### config.mk
export PLATFORM = sky130hd
export DESIGN_NAME = cawd_ctrl
export DESIGN_NICKNAME = d
export VERILOG_FILES = /design/src/hdl/cawd_pkg.sv /design/src/hdl/cawd_ctrl.sv
export SDC_FILE = /design/constraint.sdc
export NUM_CORES = 1
export LEC_CHECK = 0
export ABC_AREA = 0
export BUFFER_PORTS_ARGS = -buffer_cell sky130_fd_sc_hd__buf_2
export CAP_MARGIN = 15
export CELL_PAD_IN_SITES_DETAIL_PLACEMENT = 1
export CELL_PAD_IN_SITES_GLOBAL_PLACEMENT = 2
export CORE_MARGIN = 1
export CORE_UTILIZATION = 23
export CTS_CLUSTER_DIAMETER = 60
export DETAILED_ROUTE_END_ITERATION = 7
export PLACE_DENSITY_LB_ADDON = 0.1
export SETUP_SLACK_MARGIN = 0.4
export SYNTH_ARGS = -nofsm -noshare
export SYNTH_HDL_FRONTEND = slang
export SYNTH_SLANG_ARGS = --single-unit
### constraint.sdc
create_clock -name clk -period 1.33 [get_ports clk]
set_input_delay 0.266 -clock clk [delete_from_list [all_inputs] [get_ports clk]]
set_output_delay 0.266 -clock clk [all_outputs]
set_load 0.02 [all_outputs]
### src/hdl/cawd_pkg.sv
// ----------------------------------------------------------------------------
// cawd_pkg
// Types and constants shared by the work dispatcher modules.
// ----------------------------------------------------------------------------
package cawd_pkg;

    localparam int MAX_PKG    = 64;
    localparam int PKG_W      = 6;
    localparam int NP_W       = 7;
    localparam int RES_BITS   = 64;
    localparam int RB_W       = 6;
    localparam int MAX_WRK    = 8;
    localparam int WRK_W      = 3;
    localparam int WCFG_W     = 4;
    localparam int CNT_W      = 7;
    localparam int TOT_W      = 7;
    localparam int ELEM_W     = 17;
    localparam int EPP_SHIFT  = 10;
    localparam int EPR_SHIFT  = 10;

    localparam logic [ELEM_W-1:0] ELEM_LIMIT = ELEM_W'(MAX_PKG * (2 ** EPP_SHIFT));
    localparam logic [ELEM_W-1:0] RES_LIMIT  = ELEM_W'(RES_BITS * (2 ** EPR_SHIFT));

    localparam logic [2:0] OP_CLEAR = 3'd0;
    localparam logic [2:0] OP_ADD   = 3'd1;
    localparam logic [2:0] OP_START = 3'd2;
    localparam logic [2:0] OP_REQ   = 3'd3;
    localparam logic [2:0] OP_REL   = 3'd4;

    localparam logic [2:0] ST_DONE    = 3'd0;
    localparam logic [2:0] ST_GRANTED = 3'd1;
    localparam logic [2:0] ST_WAIT    = 3'd2;
    localparam logic [2:0] ST_ALL     = 3'd3;
    localparam logic [2:0] ST_RANGE   = 3'd4;

    localparam logic [1:0] CFG_ELEM_COUNT  = 2'd0;
    localparam logic [1:0] CFG_WORKER_CNT  = 2'd1;
    localparam logic [1:0] CFG_CHECK_CONFL = 2'd2;

    typedef enum logic [3:0] {
        C_NONE,
        C_LOAD,
        C_SIMPLE,
        C_ADD_RD,
        C_ADD_WR,
        C_UNION,
        C_SCAN,
        C_FIN,
        C_OUT
    } dp_op_t;

    typedef struct packed {
        dp_op_t op;
    } cmd_t;

    typedef struct packed {
        logic add_go;
        logic req_go;
        logic union_last;
        logic scan_done;
        logic out_free;
    } stat_t;

    typedef struct packed {
        logic [RES_BITS-1:0] mask;
        logic [CNT_W-1:0]    cnt;
    } entry_t;

endpackage

### src/hdl/cawd_ctrl.sv
// ----------------------------------------------------------------------------
// cawd_ctrl
// Sequencer that steps the datapath through one operation at a time.
// ----------------------------------------------------------------------------
module cawd_ctrl
    import cawd_pkg::*;
(
    input  logic  clk,
    input  logic  rst_n,
    input  logic  in_valid,
    output logic  in_stall,
    input  stat_t stat,
    output cmd_t  cmd
);

    typedef enum logic [2:0] {
        S_IDLE,
        S_DECODE,
        S_ADD,
        S_UNION,
        S_SCAN,
        S_FIN,
        S_OUT
    } state_t;

    state_t state_reg, state_next;
    logic   in_stall_reg;

    always_comb
    begin
        state_next = state_reg;
        cmd.op     = C_NONE;
        case (state_reg)
            S_IDLE:
            begin
                if (in_valid && !in_stall_reg)
                begin
                    cmd.op     = C_LOAD;
                    state_next = S_DECODE;
                end
            end
            S_DECODE:
            begin
                if (stat.add_go)
                begin
                    cmd.op     = C_ADD_RD;
                    state_next = S_ADD;
                end
                else if (stat.req_go)
                begin
                    cmd.op     = C_UNION;
                    state_next = stat.union_last ? S_SCAN : S_UNION;
                end
                else
                begin
                    cmd.op     = C_SIMPLE;
                    state_next = S_OUT;
                end
            end
            S_ADD:
            begin
                cmd.op     = C_ADD_WR;
                state_next = S_OUT;
            end
            S_UNION:
            begin
                cmd.op = C_UNION;
                if (stat.union_last)
                begin
                    state_next = S_SCAN;
                end
            end
            S_SCAN:
            begin
                cmd.op = C_SCAN;
                if (stat.scan_done)
                begin
                    state_next = S_FIN;
                end
            end
            S_FIN:
            begin
                cmd.op     = C_FIN;
                state_next = S_OUT;
            end
            S_OUT:
            begin
                if (stat.out_free)
                begin
                    cmd.op     = C_OUT;
                    state_next = S_IDLE;
                end
            end
            default:
            begin
                state_next = S_IDLE;
            end
        endcase
    end

    always_ff @(posedge clk or negedge rst_n)
    begin
        if (!rst_n)
        begin
            state_reg    <= S_IDLE;
            in_stall_reg <= 1'b0;
        end
        else
        begin
            state_reg    <= state_next;
            in_stall_reg <= (state_next != S_IDLE);
        end
    end

    assign in_stall = in_stall_reg;

endmodule

* Yosys cells after proc, flatten, opt, wreduce, memory -nomap -nowiden
Index checks and enable logic that the tools add are counted. W data, S select, Z words.
Storage, ports and cells: logic and storage cells 26, register bits after elaboration 4
Operators by class: reductions and logical operators 5, multiplexer cells 13, equality and inequality tests 6
Operator list (number):
- $pmux W4 S7 | 1
- $mux W3 | 9
- $pmux W3 S6 | 1
- $eq A3 B3 Y1 const B | 3
- $eq A3 B2 Y1 const B | 2
- $mux W4 | 1
- $eq A3 B1 Y1 const B | 1
- $logic_not A3 Y1 | 1
- $reduce_bool A3 Y1 | 1
- $reduce_or A2 Y1 | 1
- $logic_and A1 B1 Y1 | 1
- $logic_not A1 Y1 | 1
- $mux W1 | 1

* Depth between registers and ports, before layout
Gate-level depths: netlist (run 1).
depth in word-level cells 5, depth in mapped cells 5

* Least setup slack after synthesis (run 1)
No wires, ideal clock.
path kind register to output, from reg in_stall_reg, in the netlist in_stall, to out cmd[0] (netlist bit), slack -0.202 ns, data arrival time 1.266 ns, stages on the path, launching flop included 4, path buffers 0, cells stage by stage dfrtp_1 > nor4b_1 > a21oi_1 > o22ai_1
RTL lines:
- start, declared | line cawd_ctrl.sv:27 | logic in_stall_reg;
- start signal, assigned | line cawd_ctrl.sv:111 | in_stall_reg <= (state_next != S_IDLE);
- end, declared | line cawd_ctrl.sv:13 | output cmd_t cmd

==> flow_summary.toml, run 1 <==
[outcome]
outcome = "complete, but fails checks"
violations = "negative setup slack"

[drt]
wl_um = 1286
ant_nets = 0
first_iter_violations = 2
drc = 0
dr.pass1.iters = 2
route.detailed.wl_per_inst_um = 16.08
vias_per_cell = 4.938
vias = 395

[finish]
largest_reg_flops = 3
finalNetCount = 75
area_growth_pct = 96.79
multi_input_area_sq_um = 311.5
diodes = 0
fill_cells = 158
finalInstanceArea_sq_um = 689.4
drive_above_1_share_pct = 81.54
seq_area_sq_um = 102.6
final_util_pct = 50.46

[power_and_ir_drop]
powerDensity_nw_per_um2 = 2305
design_power_total_mw = 1.589
power.leakage_nw = 0.3050
peakVddDrop_mv = 0.9295

[sta]
setup_viol = 6
fmax_mhz = 635.1
setup_ws_ns = -0.2445
rsz0062_at_grt = "yes"
skew_ns = 0.001783
final_max_slew_viol_count = 0
finalCriticalPeriod_ns = 1.574
worstMarginPinSlew_ns = 0.2680
layout_worst_path_cycle_share_pct = 118.4
relSlewSlack_pct = 82.06
hold_viol = 0
holdWs_ns = 0.3073

[worst_setup_path]
r2r_slack_ns = -0.19
crit_chain = "buf_4 > a311oi_2 > a21oi_2 > buf_2"
cp-start-kind = "flop"
r2r_end = "in_stall$_DFF_PN0_"
timing.rr.start = "state_reg[0]$_DFF_PN0_"
path_max_fanout = 7
critPathLaunch = "state_reg[0]$_DFF_PN0_"
cp_slowest_cell = "dfrtp_1"
worstPathRequired_ns = 1.06
critical_path_buf_inv_count = 2
r2r_cells = 6
crit_path_end_kind = "output port"
critPathKind = "flop to output port"
crit_family = "flip-flops"
slowest_delay_ns = 0.42
crit_arrival_ns = 1.31

[place]
gp_congestion = 0.7436
port_buffers = 12
hpwlAfterDp_um = 814.7
placed_cell_area_sq_um = 483.0

[floorplanning]
rows = 13
num_io_pins = 13
initial_core_util_pct = 25.64
dieArea_sq_um = 1683
die_w_um = 41.03
core-area_sq_um = 1366
die_height_um = 41.03

[global_routing]
grt_pass1_wl_um = 1656
grt_max_degree = 8
grt-ovfl-total = 0
antenna_found_initial = 0
grt_pass1_vias = 371
gr-usage-all-layers_pct = 15.73

[cts]
clk_pin_slew_worst_paths_ns = 0.04
cts_inserted_buffers = 3
htreeDepth = 1
cts_sinks = 4
root_buffer = "clkbuf_4"
cts_tree = "done"
insertion_delay_ns = 0.24
clock_path_buffers = 2

[min_path]
hold_start = "stat[1]"
whs_path_depth = 3
hold_path_class = "input port to flop"
min_to = "state_reg[0]$_DFF_PN0_"

[yosys]
seq_area_frac_synth_pct = 28.57
yosys_warnings = 0
ys_seq_elements = 4
synthesis.area_sq_um = 350.3
avgSynthCellArea_sq_um = 9.219
synth_cell_types = 25
synthCells = 38
syn-num-nets = 46

[job]
maxCapViolations = 0
-- Yosys cell counts, drive strengths merged --
cell type,n,share of area [%]
o22ai,1,1.8
nand3,2,4.3
dfrtp,4,29
o21ai,3,5.4
nor3b,1,2.1
and3b,1,2.5
a21oi,4,5.7
nor4b,1,2.5
o21bai,1,3.2
buf,3,8.6
or4,1,2.1
o311ai,1,7.5
nand2,2,2.1
nand2b,3,7.5
or3,1,1.8
nor3,1,1.4
a311oi,2,5.0
nor2,2,2.1
inv,3,3.2
and2b,1,2.5
-- stage by stage --
step	cells	TNS [ns]	setup WS, ns
floorplan	38	-0.0009504	-0.0009504
global placement	70	-0.2289	-0.1105
detailed placement	70	-0.3910	-0.1648
CTS	78	-1.024	-0.2617
global route	80	-1.275	-0.3015
finish	80	-0.9363	-0.2445
-- worst max path at each step --
| stage | endpoint | slack [ns] | depth (start not counted) |
|---|---|---|---|
| global placement | cmd[0] | -0.11 | 4 |
| global route | cmd[0] | -0.30 | 4 |
| floorplan | in_stall$_DFF_PN0_ | -0.001 | 5 |
| CTS | cmd[0] | -0.26 | 4 |
| detailed placement | cmd[0] | -0.16 | 4 |
| finish | cmd[2] | -0.24 | 4 |
-- final cells by class --
cell class              count  share of cell area [%]
flip-flops and latches      4                   14.88
multi-input cells          28                   45.19
repair buffers             27                   32.30
inverters                   3                   1.633
well taps                  15                   2.722
clock buffers               3                   3.267
-- timing repair --
item                                    in CTS  in global routing
resized for setup                           26                  6
buffers inserted                             4                  2
pin swaps                                    9                  3
hold buffers                                 1                  0
gates cloned                                 0                  0
hold endpoints to repair                     4                  0
endpoints found under the setup margin       9                  9
-- logic make-up (layout without fill, tap and decap cells) --
group | after synthesis | after routing | synth area share [%]
compound gates | 12 | 12 | 28.57
simple gates | 16 | 16 | 31.07
buf+inv | 6 | 33 | 11.79
flops | 4 | 4 | 28.57
-- where the power goes --
group,leakage [nW],internal (mW),total [mW],switching (mW)
registers,0.0442,0.180,0.251,0.0715
logic,0.247,0.617,1.18,0.561
clock network,0.0138,0.102,0.160,0.0583
-- cell usage in the layout (no fill, tap or decap), types with 2 or more instances in the layout --
| master | netlist | layout |
|---|---|---|
| dfrtp_1 | 4 | 2 |
| buf_2 | 0 | 8 |
| a311oi_2 | 0 | 2 |
| clkbuf_4 | 0 | 3 |
| o21ai_2 | 1 | 2 |
| buf_4 | 1 | 8 |
| inv_1 | 3 | 3 |
| dfrtp_2 | 0 | 2 |
| a21oi_2 | 0 | 3 |
| nand2b_4 | 1 | 2 |
| buf_6 | 2 | 10 |
-- metal layers --
layer	vias to the layer above	part of all wire (%)	wire (um)	GRT usage (%)
met3	0	3.0	38	4.891
met5	-	0	0	0
met4	0	0	0	5.000
met2	10	58	747	27.73
met1	191	39	500	17.65
li1	194	-	-	-
-- worst register-to-register path: cells and delay by family, from the launching register on --
family	cells	cell delay, ns
AOI/OAI and AO/OA	1	0.12
buffers and inverters	2	0.27
DFF	1	0.42
and+or+nand+nor	3	0.59
No activity file was read; power rests on OpenSTA's default activity.
==> inputs of run 2 (changes only) <==
--- a/config.mk
+++ b/config.mk
@@ -8,12 +8,12 @@
 export ABC_AREA = 0
 export BUFFER_PORTS_ARGS = -buffer_cell sky130_fd_sc_hd__buf_2
 export CAP_MARGIN = 15
-export CELL_PAD_IN_SITES_DETAIL_PLACEMENT = 1
-export CELL_PAD_IN_SITES_GLOBAL_PLACEMENT = 2
-export CORE_MARGIN = 1
-export CORE_UTILIZATION = 23
+export CELL_PAD_IN_SITES_DETAIL_PLACEMENT = 0
+export CELL_PAD_IN_SITES_GLOBAL_PLACEMENT = 1
+export CORE_AREA = 2 2 39 41
 export CTS_CLUSTER_DIAMETER = 60
 export DETAILED_ROUTE_END_ITERATION = 7
+export DIE_AREA = 0 0 41 43
 export PLACE_DENSITY_LB_ADDON = 0.1
 export SETUP_SLACK_MARGIN = 0.4
 export SYNTH_ARGS = -nofsm -noshare
==> run 2 against run 1 <==
Net effect:
- largest power group unchanged
- the flow still finishes with violations (negative setup slack)
- sequential power increased by 7%
- die area increased by 4.7%
- register-to-register slack improved by 0.02 ns
- flip-flop and latch count unchanged
- setup slack got worse by 0.048 ns
- non-clock buffer count increased by 5
- wire length decreased by 21%
- hold slack improved by 0.011 ns
- critical path depth increased by 1
- total power decreased by 2.0%
- via count increased by 1.3%
==> flow_summary.toml, run 2 (synthesis gave the netlist of run 1 again) <==
[cts]
cts_sinks = 4
insertion_delay_ns = 0.23
cts_tree = "done"
htreeDepth = 1
clock_path_buffers = 2
cts_inserted_buffers = 3
root_buffer = "clkbuf_4"
clk_pin_slew_worst_paths_ns = 0.04

[global_routing]
grt-ovfl-total = 0
grt_pass1_wl_um = 1635
gr-usage-all-layers_pct = 13.49
grt_max_degree = 7
grt_pass1_vias = 412
antenna_found_initial = 0

[power_and_ir_drop]
p_seq_share_pct = 17.3
pwr-share-comb_pct = 73.1
p_int_uw = 918.7
swShare_pct = 40.97
power.leakage_nw = 0.3179
pwr-share-clk_pct = 9.6
powerDensity_nw_per_um2 = 2249
peakVddDrop_mv = 0.9043
p_switching_uw = 637.6

[finish]
final_util_pct = 50.00
largest_reg_flops = 3
finalNetCount = 80
diodes = 0
seq_area_sq_um = 103.9
layout_commonest_cell = "buf_4"
area_growth_pct = 97.50
multi_input_area_sq_um = 285.3
fill_cells = 122
drive_above_1_share_pct = 78.57
layout_common_cells = "buf_4, buf_2, buf_6"

[place]
port_buffers = 12
hpwlAfterDp_um = 730.8
gp_congestion = 0.7192
place_ws_ns = -0.09798

[drt]
vias_per_cell = 4.651
wl_um = 1017
first_iter_violations = 3
dr.pass1.iters = 2
drc = 0
route.detailed.wl_per_inst_um = 11.83
vias = 400
ant_nets = 0

[worst_setup_path]
critPathKind = "flop to output port"
crit_path_end_kind = "output port"
path_max_fanout = 4
worstPathRequired_ns = 1.06
r2r_slack_ns = -0.17
cp-start-kind = "flop"
r2r_cells = 7
crit_arrival_ns = 1.36

[sta]
worstMarginPinSlew_ns = 0.2439
hold_viol = 0
setup_viol = 6
skew_ns = 0.002686
fin_tns_setup_ns = -1.145
layout_worst_path_cycle_share_pct = 122.0
final_max_slew_viol_count = 0
rsz0062_at_grt = "yes"
fmax_mhz = 616.4
finalCriticalPeriod_ns = 1.622
setup_ws_ns = -0.2922
relSlewSlack_pct = 83.74
holdWs_ns = 0.3186

[floorplanning]
core-area_sq_um = 1384
dieArea_sq_um = 1763
rows = 14
die_height_um = 43
die_w_um = 41
initial_core_util_pct = 25.32
num_io_pins = 13

[outcome]
outcome = "complete, but fails checks"
violations = "negative setup slack"

[job]
maxCapViolations = 0

[min_path]
hold_path_class = "input port to flop"
whs_path_depth = 3
run 2: what timing repair did:
action,in CTS,in global routing
gates cloned,0,0
hold buffers,1,0
hold endpoints to repair,4,0
buffers inserted,6,1
setup endpoints to repair,9,9
gates resized for setup,20,4
pin swaps,5,3
run 2: per-stage QoR:
stage | area (sq um) | instances | total power [mW]
floorplan | 374.1 | 38 | 0.7561
global placement | 514.2 | 75 | 1.008
detailed placement | 514.2 | 75 | 1.023
CTS | 668.1 | 85 | 1.497
global route | 691.9 | 86 | 1.643
finish | 691.9 | 86 | 1.556
run 2: metal layers:
layer	wire, um	GRT usage [%]	up-vias
li1	-	-	205
met1	410	15.91	186
met2	562	22.81	7
met3	29	0	2
met4	14	8.000	0
met5	0	0	-
run 2: path summary, 6_finish.rpt:
kind                                           to                    from
setup / recovery                           cmd[2]  state_reg[0]$_DFF_PN0_
hold / removal             state_reg[0]$_DFF_PN0_                 stat[1]
setup reg to reg               in_stall$_DFF_PN0_  state_reg[0]$_DFF_PN0_
hold reg to reg            state_reg[0]$_DFF_PN0_  state_reg[0]$_DFF_PN0_
max in group asynchronous  state_reg[0]$_DFF_PN0_                   rst_n
min in group asynchronous      in_stall$_DFF_PN0_                   rst_n
run 2: critical path, stage by stage (launching register included):
cell	delay, ns
dfrtp_2	0.43
buf_6	0.12
buf_6	0.11
a311oi_2	0.25
a21oi_2	0.05
buf_4	0.16
run 2: area by class of cell:
cell class                 count  share of cell area [%]
multi-input combinational     28                   41.23
timing repair buffer          32                   35.99
sequential                     4                   15.01
clock buffer                   3                   3.255
tap                           16                   2.893
inverter                       3                   1.627
run 2: power groups by stage:
stage | logic (mW) | registers (mW) | clock network (mW)
after floorplan | 0.528 | 0.228 | 0
after global placement | 0.754 | 0.254 | 0
after detailed placement | 0.766 | 0.258 | 0
after CTS | 1.09 | 0.249 | 0.156
after global routing | 1.20 | 0.280 | 0.161
final | 1.14 | 0.269 | 0.150
==> inputs of run 3 (changes only) <==
--- a/config.mk
+++ b/config.mk
@@ -14,7 +14,7 @@
 export CTS_CLUSTER_DIAMETER = 60
 export DETAILED_ROUTE_END_ITERATION = 7
 export DIE_AREA = 0 0 41 43
-export PLACE_DENSITY_LB_ADDON = 0.1
+export PLACE_DENSITY = 0.62
 export SETUP_SLACK_MARGIN = 0.4
 export SYNTH_ARGS = -nofsm -noshare
 export SYNTH_HDL_FRONTEND = slang
==> run 3 against run 2 <==
Net effect:
- the run still ends with negative setup slack left
- critical path depth down 1
- sequential share of layout area down 0.57 points
- count of clock-buffer cells in the layout unchanged
- combinational power up 11%
- via count down 0.25%
- core utilization up 2.0 points
- non-clock buffer count down 3
- hold slack worse by 0.015 ns
- fmax up 4.8%
- register-to-register slack about the same
- first-iteration DRC count down 67%
- clock power up 3%
- critical endpoint is now cmd[0]
==> flow_summary.toml, run 3 (synthesis gave the netlist of run 1 again) <==
[drt]
ant_nets = 0
dr.pass1.iters = 2
first_iter_violations = 1
drc = 0
vias_per_cell = 4.807
vias = 399
wl_um = 1051
route.detailed.wl_per_inst_um = 12.66

[finish]
drive_above_1_share_pct = 83.58
largest_reg_flops = 3
final_util_pct = 51.99
stdcell_count = 83
finalNetCount = 77
diodes = 0
area_growth_pct = 105.4
fill_cells = 122
layout_common_cells = "buf_6, buf_2, buf_4"
layout_commonest_cell = "buf_6"

[worst_setup_path]
crit_path_end_kind = "output port"
worstPathRequired_ns = 1.06
crit_arrival_ns = 1.28
critPathKind = "flop to output port"
cp-start-kind = "flop"
path_max_fanout = 3
r2r_cells = 5

[cts]
clk_pin_slew_worst_paths_ns = 0.04
clock_path_buffers = 2
cts_tree = "done"
cts_sinks = 4
root_buffer = "clkbuf_4"
insertion_delay_ns = 0.24
htreeDepth = 1
cts_inserted_buffers = 3

[power_and_ir_drop]
powerDensity_nw_per_um2 = 2324
p_int_uw = 970.1
power.leakage_nw = 0.3165
pwr-share-clk_pct = 9.2
swShare_pct = 41.97
p_switching_uw = 701.7
p_seq_share_pct = 15.7
pwr-share-comb_pct = 75.1
peakVddDrop_mv = 1.156

[sta]
fin_tns_setup_ns = -0.8182
relSlewSlack_pct = 82.80
layout_worst_path_cycle_share_pct = 116.4
setup_viol = 5
final_max_slew_viol_count = 0
setup_ws_ns = -0.2176
rsz0062_at_grt = "yes"
hold_viol = 0
skew_ns = 0.004235
fmax_mhz = 646.1
finalCriticalPeriod_ns = 1.548
worstMarginPinSlew_ns = 0.2568

[floorplanning]
die_w_um = 41
core-area_sq_um = 1384
rows = 14
dieArea_sq_um = 1763
initial_core_util_pct = 25.32
die_height_um = 43
num_io_pins = 13

[outcome]
violations = "negative setup slack"
outcome = "complete, but fails checks"

[place]
port_buffers = 12
post-place-cells = 72
hpwlAfterDp_um = 622.6
gp_congestion = 0.6820

[min_path]
whs_path_depth = 3
hold_path_class = "input port to flop"

[global_routing]
antenna_found_initial = 0
grt_pass1_vias = 391
grt_max_degree = 9
grt-ovfl-total = 0
grt_pass1_wl_um = 1628
gr-usage-all-layers_pct = 13.45

[job]
maxCapViolations = 0
## run 3: cell types whose count changed in the layout (fill, tap and decap cells not counted)
cell	delta
nor2_2	-1
a21oi_2	+1
o21ai_1	-1
a21oi_1	-2
buf_6	+5
o21ai_2	+1
nand2_4	+1
buf_4	-8
a21oi_4	+1
nor2_4	+1
nand2_1	-1
## run 3: metrics by stage
stage / worst slack, ns / area (sq um) / hold WS [ns] / power [mW]
after floorplan: -0.0009504 / 374.1 / -0.02959 / 0.7561
after global placement: -0.08669 / 491.7 / 0.07284 / 0.9806
after detailed placement: -0.07388 / 491.7 / 0.07522 / 0.9713
after CTS: -0.2491 / 641.9 / 0.2932 / 1.453
after global routing: -0.2818 / 719.4 / 0.3187 / 1.771
final: -0.2176 / 719.4 / 0.3032 / 1.672
## run 3: power by group through the flow
stage	combinational, mW	sequential (mW)	clock (mW)
global placement	0.752	0.229	0
floorplan	0.528	0.228	0
detailed placement	0.744	0.227	0
finish	1.26	0.262	0.154
CTS	1.04	0.256	0.161
global route	1.33	0.267	0.169
## run 3: metal layers
layer  GRT usage, %  wire length, um  vias up
met5              0                0        -
met4          8.000                0        0
met3          2.094               42        0
met2          20.31              574       10
met1          17.04              434      190
li1               -                -      199
## run 3: worst paths after layout
path / from / end / slack [ns]
min in group asynchronous: rst_n / state_reg[1]$_DFF_PN0_ / 0.36
max in group asynchronous: rst_n / state_reg[0]$_DFF_PN0_ / 0.84
worst max-delay path: state_reg[0]$_DFF_PN0_ / cmd[0] / -0.22
worst min-delay path: stat[1] / state_reg[0]$_DFF_PN0_ / 0.30
worst min register to register: state_reg[1]$_DFF_PN0_ / state_reg[1]$_DFF_PN0_ / 0.74
worst max register to register: state_reg[2]$_DFF_PN0_ / in_stall$_DFF_PN0_ / -0.16
## run 3: critical path, cell delays in order (launching register included)
cell and delay (ns):
dfrtp_2 0.43, nor4b_4 0.31, a21oi_2 0.06, o22ai_2 0.11, buf_6 0.14
## run 3: final cells by class
class	instances	area [sq um]	share of cell area [%]
Sequential cell	4	103.9	14.43
Multi-Input combinational cell	28	316.6	44.00
Inverter	3	11.26	1.565
Clock buffer	3	22.52	3.130
Timing Repair Buffer	29	245.2	34.09
Tap cell	16	20.02	2.783
## run 3: what timing repair did
item                       4_1_cts  5_1_grt
gates resized for setup         26       10
hold buffers                     1        0
pin swaps                        6        6
setup endpoints to repair        9        9
hold endpoints to repair         4        0
buffers inserted                 3        4
